`config.mk`:
```
export PLATFORM = sky130hd
export DESIGN_NAME = voxel_column_ground_extractor
export DESIGN_NICKNAME = d
export VERILOG_FILES = /design/src/vcge_pkg.sv /design/src/vcge_cfg.sv /design/src/vcge_column.sv /design/src/voxel_column_ground_extractor.sv
export SDC_FILE = /design/constraint.sdc
export NUM_CORES = 1
export LEC_CHECK = 0
export ABC_CLOCK_PERIOD_IN_PS = 7400
export BUFFER_PORTS_ARGS = -buffer_cell sky130_fd_sc_hd__buf_2
export CAP_MARGIN = 20
export CORE_MARGIN = 2
export CORE_UTILIZATION = 28
export CTS_BUF_LIST = sky130_fd_sc_hd__clkbuf_8
export CTS_CLUSTER_SIZE = 8
export DETAILED_ROUTE_END_ITERATION = 6
export GPL_TIMING_DRIVEN = 0
export PLACE_DENSITY = 0.46
export SYNTH_ARGS = -nofsm -noshare
export SYNTH_HDL_FRONTEND = slang
export SYNTH_SLANG_ARGS = --single-unit
export TNS_END_PERCENT = 1
```
`constraint.sdc`:
```
create_clock -name clk -period 7.4 [get_ports clk]
set_input_delay 0.74 -clock clk [delete_from_list [all_inputs] [get_ports clk]]
set_output_delay 0.74 -clock clk [all_outputs]
set_load 0.05 [all_outputs]
```
`src/vcge_pkg.sv`:
```
// ----------------------------------------------------------------------------
// vcge_pkg
// Types, register codes and arithmetic helpers for the voxel column ground
// extractor.
// ----------------------------------------------------------------------------
package vcge_pkg;

	localparam int HEIGHT_BITS   = 16;
	localparam int CFG_DATA_BITS = 15;
	localparam int CFG_IDX_BITS  = 2;
	localparam int DIFF_BITS     =
		((HEIGHT_BITS > CFG_DATA_BITS) ? HEIGHT_BITS : CFG_DATA_BITS) + 2;

	localparam logic [CFG_DATA_BITS-1:0] CLEARANCE_RESET = CFG_DATA_BITS'(1000);
	localparam logic [CFG_DATA_BITS-1:0] THRESHOLD_RESET = CFG_DATA_BITS'(300);

	typedef enum logic [CFG_IDX_BITS-1:0] {
		REG_SIMPLE_MODE        = 2'd0,
		REG_CLEARANCE_HEIGHT   = 2'd1,
		REG_OBSTACLE_THRESHOLD = 2'd2
	} reg_index_t;

	typedef logic signed [HEIGHT_BITS-1:0] height_t;

	typedef struct packed {
		height_t voxel_height;
		logic    voxel_valid;
		logic    column_last;
		height_t robot_z;
	} voxel_in_t;

	typedef struct packed {
		height_t ground_height;
		logic    ground_valid;
		logic    obstacle;
	} ground_out_t;

	typedef struct packed {
		logic                     simple_mode;
		logic [CFG_DATA_BITS-1:0] clearance_height;
		logic [CFG_DATA_BITS-1:0] obstacle_threshold;
	} cfg_t;

	function automatic logic signed [DIFF_BITS-1:0] sext_d(input height_t v);
		return {{(DIFF_BITS-HEIGHT_BITS){v[HEIGHT_BITS-1]}}, v};
	endfunction

	function automatic logic signed [DIFF_BITS-1:0] zext_d(
		input logic [CFG_DATA_BITS-1:0] v
	);
		return {{(DIFF_BITS-CFG_DATA_BITS){1'b0}}, v};
	endfunction

	function automatic logic [HEIGHT_BITS:0] abs_diff(input height_t a, input height_t b);
		logic signed [DIFF_BITS-1:0] d;
		logic signed [DIFF_BITS-1:0] m;
		d = sext_d(a) - sext_d(b);
		m = d[DIFF_BITS-1] ? -d : d;
		return m[HEIGHT_BITS:0];
	endfunction

endpackage

```
`src/vcge_cfg.sv`:
```
// ----------------------------------------------------------------------------
// vcge_cfg
// Configuration register file: mode select, clearance height and obstacle
// threshold.
// ----------------------------------------------------------------------------
module vcge_cfg
	import vcge_pkg::*;
(
	input  logic                     clk,
	input  logic                     arst_n,
	input  logic                     cfg_valid,
	input  logic [CFG_IDX_BITS-1:0]  cfg_index,
	input  logic [CFG_DATA_BITS-1:0] cfg_data,
	output cfg_t                     cfg
);

	cfg_t cfg_q;

	always_ff @(posedge clk or negedge arst_n) begin
		if (!arst_n) begin
			cfg_q.simple_mode        <= 1'b0;
			cfg_q.clearance_height   <= CLEARANCE_RESET;
			cfg_q.obstacle_threshold <= THRESHOLD_RESET;
		end else if (cfg_valid) begin
			case (cfg_index)
				REG_SIMPLE_MODE:        cfg_q.simple_mode        <= cfg_data[0];
				REG_CLEARANCE_HEIGHT:   cfg_q.clearance_height   <= cfg_data;
				REG_OBSTACLE_THRESHOLD: cfg_q.obstacle_threshold <= cfg_data;
				default:                cfg_q <= cfg_q;
			endcase
		end
	end

	assign cfg = cfg_q;

endmodule

```
`src/vcge_column.sv`:
```
// ----------------------------------------------------------------------------
// vcge_column
// Per-column state and the single-pass step logic: gap candidate search,
// min/max tracking and result selection.
// ----------------------------------------------------------------------------
module vcge_column
	import vcge_pkg::*;
(
	input  logic        clk,
	input  logic        arst_n,
	input  cfg_t        cfg,
	input  voxel_in_t   item,
	input  logic        step,
	output ground_out_t result
);

	height_t prev_q;
	logic    have_prev_q;
	height_t best_q;
	logic    have_best_q;
	height_t max_q;
	height_t min_q;

	height_t          h;
	height_t          z;
	logic             gap_hit;
	logic [HEIGHT_BITS:0] dist_prev;
	logic [HEIGHT_BITS:0] dist_best;
	logic [HEIGHT_BITS:0] dist_best1;
	logic [HEIGHT_BITS:0] dist_top;
	logic             take1;
	logic             take2;
	height_t          best1;
	logic             have_best1;
	height_t          best2;
	height_t          prev_n;
	logic             have_prev_n;
	height_t          max_n;
	height_t          min_n;

	always_comb begin
		h = item.voxel_height;
		z = item.robot_z;

		gap_hit = item.voxel_valid && have_prev_q &&
			((sext_d(h) - sext_d(prev_q)) > zext_d(cfg.clearance_height));
		dist_prev  = abs_diff(prev_q, z);
		dist_best  = abs_diff(best_q, z);
		take1      = gap_hit && (!have_best_q || (dist_prev < dist_best));
		best1      = take1 ? prev_q : best_q;
		have_best1 = have_best_q || take1;
		dist_best1 = take1 ? dist_prev : dist_best;

		prev_n      = item.voxel_valid ? h : prev_q;
		have_prev_n = have_prev_q || item.voxel_valid;
		max_n       = max_q;
		min_n       = min_q;
		if (item.voxel_valid) begin
			if (!have_prev_q) begin
				max_n = h;
				min_n = h;
			end else begin
				if (h > max_q) max_n = h;
				if (h < min_q) min_n = h;
			end
		end

		dist_top = abs_diff(prev_n, z);
		take2    = have_prev_n && (!have_best1 || (dist_top < dist_best1));
		best2    = take2 ? prev_n : best1;

		result = '0;
		if (have_prev_n) begin
			result.ground_valid = 1'b1;
			if (cfg.simple_mode) begin
				result.ground_height = min_n;
				result.obstacle =
					(sext_d(max_n) - sext_d(z)) > zext_d(cfg.obstacle_threshold);
			end else begin
				result.ground_height = best2;
			end
		end
	end

	always_ff @(posedge clk or negedge arst_n) begin
		if (!arst_n) begin
			prev_q      <= '0;
			have_prev_q <= 1'b0;
			best_q      <= '0;
			have_best_q <= 1'b0;
			max_q       <= '0;
			min_q       <= '0;
		end else if (step) begin
			if (item.column_last) begin
				prev_q      <= '0;
				have_prev_q <= 1'b0;
				best_q      <= '0;
				have_best_q <= 1'b0;
				max_q       <= '0;
				min_q       <= '0;
			end else begin
				prev_q      <= prev_n;
				have_prev_q <= have_prev_n;
				best_q      <= best1;
				have_best_q <= have_best1;
				max_q       <= max_n;
				min_q       <= min_n;
			end
		end
	end

endmodule

```
`src/voxel_column_ground_extractor.sv`:
```
// ----------------------------------------------------------------------------
// voxel_column_ground_extractor
// Streams voxel heights of one map column and emits one ground result per
// column, by nearest gap candidate or by min/max threshold.
// ----------------------------------------------------------------------------
//  channel   handshake             payload
//  vox       vox_valid/vox_ready   vox (voxel_in_t)
//  gnd       gnd_valid/gnd_ready   gnd (ground_out_t)
//  cfg       cfg_valid/cfg_ready   cfg_index, cfg_data
//
//  one item per cycle; an item goes from the input register through the step
//  logic, and a column_last item goes on into the result register
//  gnd_valid is set by the same edge that loads the result register
//  reset clears column state and loads register defaults, no clearing pass
//  a column_last item waits in the input register only while the result
//  register is full and gnd_ready is low; other items never stall
// ----------------------------------------------------------------------------
module voxel_column_ground_extractor
	import vcge_pkg::*;
(
	input  logic                     clk,
	input  logic                     arst_n,
	input  logic                     vox_valid,
	output logic                     vox_ready,
	input  voxel_in_t                vox,
	output logic                     gnd_valid,
	input  logic                     gnd_ready,
	output ground_out_t              gnd,
	input  logic                     cfg_valid,
	output logic                     cfg_ready,
	input  logic [CFG_IDX_BITS-1:0]  cfg_index,
	input  logic [CFG_DATA_BITS-1:0] cfg_data
);

	cfg_t        cfg;
	voxel_in_t   vox_s1;
	logic        valid_s1;
	ground_out_t gnd_q;
	logic        gnd_valid_q;
	ground_out_t result;
	logic        out_free;
	logic        adv_s1;

	assign cfg_ready = 1'b1;
	assign out_free  = !gnd_valid_q || gnd_ready;
	assign adv_s1    = valid_s1 && (!vox_s1.column_last || out_free);
	assign vox_ready = !valid_s1 || adv_s1;

	vcge_cfg u_cfg (
		.clk       (clk),
		.arst_n    (arst_n),
		.cfg_valid (cfg_valid),
		.cfg_index (cfg_index),
		.cfg_data  (cfg_data),
		.cfg       (cfg)
	);

	vcge_column u_column (
		.clk    (clk),
		.arst_n (arst_n),
		.cfg    (cfg),
		.item   (vox_s1),
		.step   (adv_s1),
		.result (result)
	);

	always_ff @(posedge clk or negedge arst_n) begin
		if (!arst_n) begin
			valid_s1 <= 1'b0;
		end else if (vox_ready) begin
			valid_s1 <= vox_valid;
		end
	end

	always_ff @(posedge clk) begin
		if (vox_valid && vox_ready) begin
			vox_s1 <= vox;
		end
	end

	always_ff @(posedge clk or negedge arst_n) begin
		if (!arst_n) begin
			gnd_valid_q <= 1'b0;
		end else if (out_free) begin
			gnd_valid_q <= adv_s1 && vox_s1.column_last;
		end
	end

	always_ff @(posedge clk) begin
		if (out_free && adv_s1 && vox_s1.column_last) begin
			gnd_q <= result;
		end
	end

	assign gnd_valid = gnd_valid_q;
	assign gnd       = gnd_q;

endmodule
```
Word-level counts from Yosys, hierarchy flattened
Index checks and enable logic that the tools add are counted.

storage, ports and cells
  bits in read-only memories = 0
  bits of input ports = 56
  memories = 0
  RAM bits = 0
  word-level logic and storage cells = 82
  register bits = 151
  output and inout bits = 21
  latch bits = 0

operators by class
  shift-type cells = 0
  reductions and logical operators = 26
  $add $sub $neg = 8
  equality and inequality tests = 2
  multiply operators = 0
  bitwise logic cells = 0
  div/mod/pow operators = 0
  muxes and demuxes = 22
  order comparisons = 6

operators by type and width
  operator                                                               count
  16-bit 2-to-1 mux                                                      14
  16-bit by 16-bit subtractor with 17-bit output                         5
  17-bit 2-to-1 mux                                                      4
  17-bit negation                                                        3
  18-bit by 16-bit > comparator with 1-bit output                        2
  17-bit less-than comparator                                            2
  16-bit > comparator                                                    1
  16-bit less-than comparator                                            1
  1-bit logical AND                                                      9
  2-bit AND reduction                                                    4
  1-bit logical OR                                                       7
  1-bit zero test                                                        5
  1-bit 2-to-1 mux                                                       3
  2-bit by 1-bit equality test with 1-bit output, second input constant  1
  2-bit equality test, second input constant                             1
  2-bit zero test                                                        1
  2-bit 2-to-1 mux                                                       1

Depth between registers and ports, before layout
  depth after elaboration = 12
  mapped depth = 36
  gate-level depth less buffers = 34

Hierarchy
Synthesis repeated with hierarchy kept, for this count alone.

unflattened totals
  cell total of the unflattened synthesis = 1469
  area total of the unflattened synthesis = 13571.8 um2

by module, submodules not included
  module                         instances  area each (um2)  seq. area each (um2)  cells each
  vcge_column                    1          10610.2          1651.6                1338
  voxel_column_ground_extractor  1          1679.1           1611.5                64
  vcge_cfg                       1          1282.5           788.3                 67

Least setup slack after synthesis
No wires, ideal clock.

  path kind = register -> register
  from = reg vox_s1[1] in the netlist's numbering
  to = reg gnd_q, in the netlist gnd[10] (data pin)
  path slack = 0.375 ns
  arrival = 6.760 ns
  period minus slack after synthesis = 7.025 ns
  library setup time = 0.265 ns
  cell stages (with the launch flop) = 34
  required time = 7.135 ns
  buffers on the path = 3
  path through = edfxtp_1 inv_1 ha_1 nor2b_1 o31a_1 o41ai_2 and2b_1 xnor2_1 or4b_4 or4_4 o21ai_2 xnor2_1 inv_1 ha_1 nand2_1 nor3_1 a21oi_1 o31a_1 o211ai_2 buf_2 buf_2 mux2i_1 ha_1 a21o_1 a21o_1 a21oi_1 or2_2 o2111ai_1 o22a_1 o221ai_1 a21oi_2 buf_4 mux2i_1 o21ai_1

on the way
  longest elaborated chain between the ends = 12
  elaborated cells on any way between the ends = 21
  classes of those cells = add/sub: 6; order compare: 2; mux: 7; reduce/logical: 6

RTL lines
  element                                                         line                                  RTL
  from (decl)                                                     voxel_column_ground_extractor.sv:36   voxel_in_t vox_s1;
  from (signal assigned)                                          voxel_column_ground_extractor.sv:77   vox_s1 <= vox;
  16-bit by 16-bit subtractor with 17-bit output                  vcge_pkg.sv:57                        d = sext_d(a) - sext_d(b);
  17-bit negation                                                 vcge_pkg.sv:58                        m = d[DIFF_BITS-1] ? -d : d;
  17-bit 2-to-1 mux                                               vcge_pkg.sv:58
  17-bit less-than comparator                                     vcge_column.sv:49                     take1 = gap_hit && (!have_best_q || (dist_prev < dist_best));
  1-bit logical OR                                                vcge_column.sv:49
  1-bit logical AND                                               vcge_column.sv:49
  17-bit 2-to-1 mux or 1-bit logical OR (tied branches)           vcge_column.sv:52, vcge_column.sv:51
  17-bit less-than comparator or 1-bit zero test (tied branches)  vcge_column.sv:69                     take2 = have_prev_n && (!have_best1 || (dist_top < dist_best1));
  1-bit logical OR                                                vcge_column.sv:69
  1-bit logical AND                                               vcge_column.sv:69
  16-bit 2-to-1 mux *                                             vcge_column.sv:70                     best2 = take2 ? prev_n : best1;
  16-bit 2-to-1 mux *                                             vcge_column.sv:75                     if (cfg.simple_mode) begin
  to (signal assigned)                                            voxel_column_ground_extractor.sv:91   gnd_q <= result;
  to (decl)                                                       voxel_column_ground_extractor.sv:38   ground_out_t gnd_q;

Mark *: on every way between the ends. The rest lies on a longest branch, timed or not.
A chain may end at the register's enable or synchronous reset.

Final worst setup path
  from = reg vox_s1[0] in the netlist's numbering
  to = reg gnd_q, in the netlist gnd[15] (data pin)

The elaborated chain is that of the path after synthesis.

==> key figures <==
Outcome
  • Status: completed

Cells and area
  • Post-route cell area: ~0.016 mm²
  • Share of cells above drive strength 1: approximately 22%
  • Area Overhead vs Synth: 21.3%
  • Post-Layout Cell Count: about 2200
  • Filler cell count: 4916
  • Commonest non-fill, non-tap cell in the layout: ha_1
  • Most frequent cells in the layout: 167 x ha_1, 149 x inv_1, 96 x nor2_1
  • Antenna cells: 0
  • Final nets: about 1900

Synthesis
  • Sequential-to-total area share from yosys stat: between 20% and 30%
  • Primary FF master, synth: dfrtp_1
  • Number of synthesized register bits: around 150
  • Synth cell types: 81
  • Asr flop ratio synth: approximately two thirds
  • Syn Nets: about 1700
  • Synth warn: 0
  • Mapped cell area: ~0.014 mm²
  • EDFF count, synth: 52
  • Syn Area/Cell: slightly above 9 µm²
  • Synth Instances: about 1500

Power and ir drop
  • Power per standard cell area: between 200 and 300 mW/mm²
  • Tot Pwr: between 4 and 5 mW
  • Worst VDD drop: 0.138 mV
  • Pleak: around 7.3 nW

Flow run
  • MaxCap Viol Count: 0

Setup path
  • Most frequent CP cell: buf_6
  • Crit path max fanout: 8
  • Largest stage delay, worst path: around 0.54 ns
  • CP Data Arrival Time: a little under 8 ns
  • Critical path class: flop to flop
  • CP Launch Point: vox_s1[0]
  • Critical Path RT: just under 8 ns
  • Crit. End Element: flop
  • CP max stage cell: edfxtp_1
  • Worst r2r src: vox_s1[0]
  • Worst setup SP type: flop

Routing
  • Final ANT Viol Nets: 0
  • Drt wl/cell: a little under 20 µm
  • Detailed Routing Iterations Pass 1: 5
  • Number of vias per cell: 5.06
  • Drc violations: 0
  • Via count: between 10000 and 15000
  • Routed wire length: 43200 µm
  • Initial drt markers: 497

Timing
  • Count of final hold-check violations: 0
  • Final slew viol count: 0
  • Max_slew headroom: between 30% and 40%
  • Fmax: approximately 140 MHz
  • Final setup viols: 0
  • Fin crit share: 99.6%
  • Final worst slack: between 0.02 and 0.03 ns
  • Final min period: between 7 and 8 ns
  • RSZ-0062 raised after global routing: true
  • Hold_ws: about 0.29 ns
  • Worst-margin pin slew: roughly 1.0 ns
  • Worst Skew: 0.0189 ns

Place
  • Placed cell area: roughly 0.015 mm²
  • Placer Congestion: 0.856
  • Cells after DPL: 2160
  • DP Wirelength: 34300 µm
  • Worst slack, placed: -1.59 ns
  • Port buffer count: 75

Clocking
  • Clock slew at reported path FFs: 0.09 ns
  • CTS max path bufs: 2
  • CTS sink cnt: around 150
  • Root buffer cell: clkbuf_8
  • Max H-tree Level: 4
  • Clock Latency Late Sink: approximately 0.50 ns
  • CTS tree: built
  • Number of CTS-inserted buffers: 17

Worst hold path
  • Hold Path Class: input pin to asynchronous set/reset pin

GRT
  • Initial antenna violation count: 0
  • Total GRT Usage: between 10% and 20%
  • Number of global-route vias before repair: 11600
  • First-pass GRT wire length: between 60000 and 70000 µm
  • GRT overflow: 0
  • Largest net degree at the start of global routing: 52

Floorplanning
  • Starting density of the core: roughly 28%
  • Core Area: roughly 0.048 mm²
  • Die area: ~0.05 mm²
  • Ports: between 70 and 80
  • Die height: roughly 220 µm
  • Chip width: 224 µm
  • Row Count: 80
## power breakdown
| part | internal, mW | leakage (nW) | switching, mW |
|---|---|---|---|
| Clock | 0.315 | 0.199 | 0.343 |
| Combinational | 1.15 | 5.30 | 1.43 |
| Sequential | 0.981 | 1.77 | 0.0882 |
## per-stage QoR
step           utilization [%]  TNS (ns)
2_1_floorplan                -         0
3_3_place_gp              30.8    -22.26
3_5_place_dp              30.8    -24.13
4_1_cts                   32.9    -0.520
5_1_grt                   34.4     -4.54
6_report                  34.4         0
## registers in the layout (all words and copies together) (netlist names)
| register | flops |
|---|---|
| gnd | 18 |
| gnd_valid | 1 |
| u_cfg.cfg | 31 |
| u_column.best_q | 16 |
| u_column.have_best_q | 1 |
| u_column.have_prev_q | 1 |
| u_column.max_q | 16 |
| u_column.min_q | 16 |
| u_column.prev_q | 16 |
| valid_s1 | 1 |
| vox_s1 | 34 |
## metal layers
layer / routed length (µm) / GRT usage, % / part of all wire, %
met4: 823 / 4.99 / 1.9
met5: 0 / 0 / 0
met3: 794 / 1.31 / 1.8
met1: 20300 / 22.6 / 47
met2: 21300 / 30.6 / 49
## worst paths after layout
kind / endpoint / slack [ns] / cells after the start
max in group asynchronous: u_cfg.cfg[3] / 6.34 / 2
hold reg to reg: u_cfg.cfg[9] / 0.51 / 1
hold / removal: u_column.max_q[12] / 0.29 / 1
setup / recovery: gnd[15] / 0.03 / 32
setup reg to reg: gnd[15] / 0.03 / 32
min in group clk: vox_s1[2] / 0.41 / 1
## synthesized netlist by cell type, types with 19 or more instances
cell type	n	area share (%)
a21o_1	35	1.9
o21a_1	25	1.4
edfxtp_1	52	12
mux2_2	51	4.3
inv_1	156	4.3
nand2_1	64	1.8
xor2_1	37	2.4
o21ai_0	72	2.7
or3_1	28	1.3
nor3_1	31	1.1
nand2b_1	21	0.97
xnor2_1	57	3.7
nor2_1	98	2.7
a21oi_1	81	3.0
nor2b_1	19	0.88
mux2i_1	70	5.2
dfrtp_1	89	16
o21ai_1	19	0.70
ha_1	176	16
clkbuf_1	32	0.89
## kinds of logic after synthesis
logic type,Yosys count,share of synthesized area (%)
compound gates,374,18.4
fa+ha+maj,181,17.0
other cells,1,0.0278
mux,128,10.0
simple gates,343,12.8
xor+xnor,94,6.10
flops,151,30.0
buf+inv,197,5.57
## timing repair
action                                  CTS  global route
setup buffers                            30            23
pin swaps                                36            45
hold buffers                              0             0
endpoints found under the setup margin   17            17
gates cloned                              1             0
resized for setup                        86            93
## critical path, delay by kind of cell (launching register included)
family	cells	cell delay, ns
compound gates	13	2.86
fa+ha+maj	4	1.20
buf+inv	6	0.87
flops	1	0.54
mux	3	0.71
simple gates	6	0.98
## layout make-up
class	instances	area, µm²	share of cell area, %
multi-input combinational	1121	9480	57.9
sequential	151	4050	24.7
timing repair buffer	130	873	5.33
tap	615	769	4.70
inverter	156	592	3.61
clock buffer	19	262	1.60
buffer	40	220	1.34
clock inverter	13	131	0.802
(Power assumes the default switching activity.)
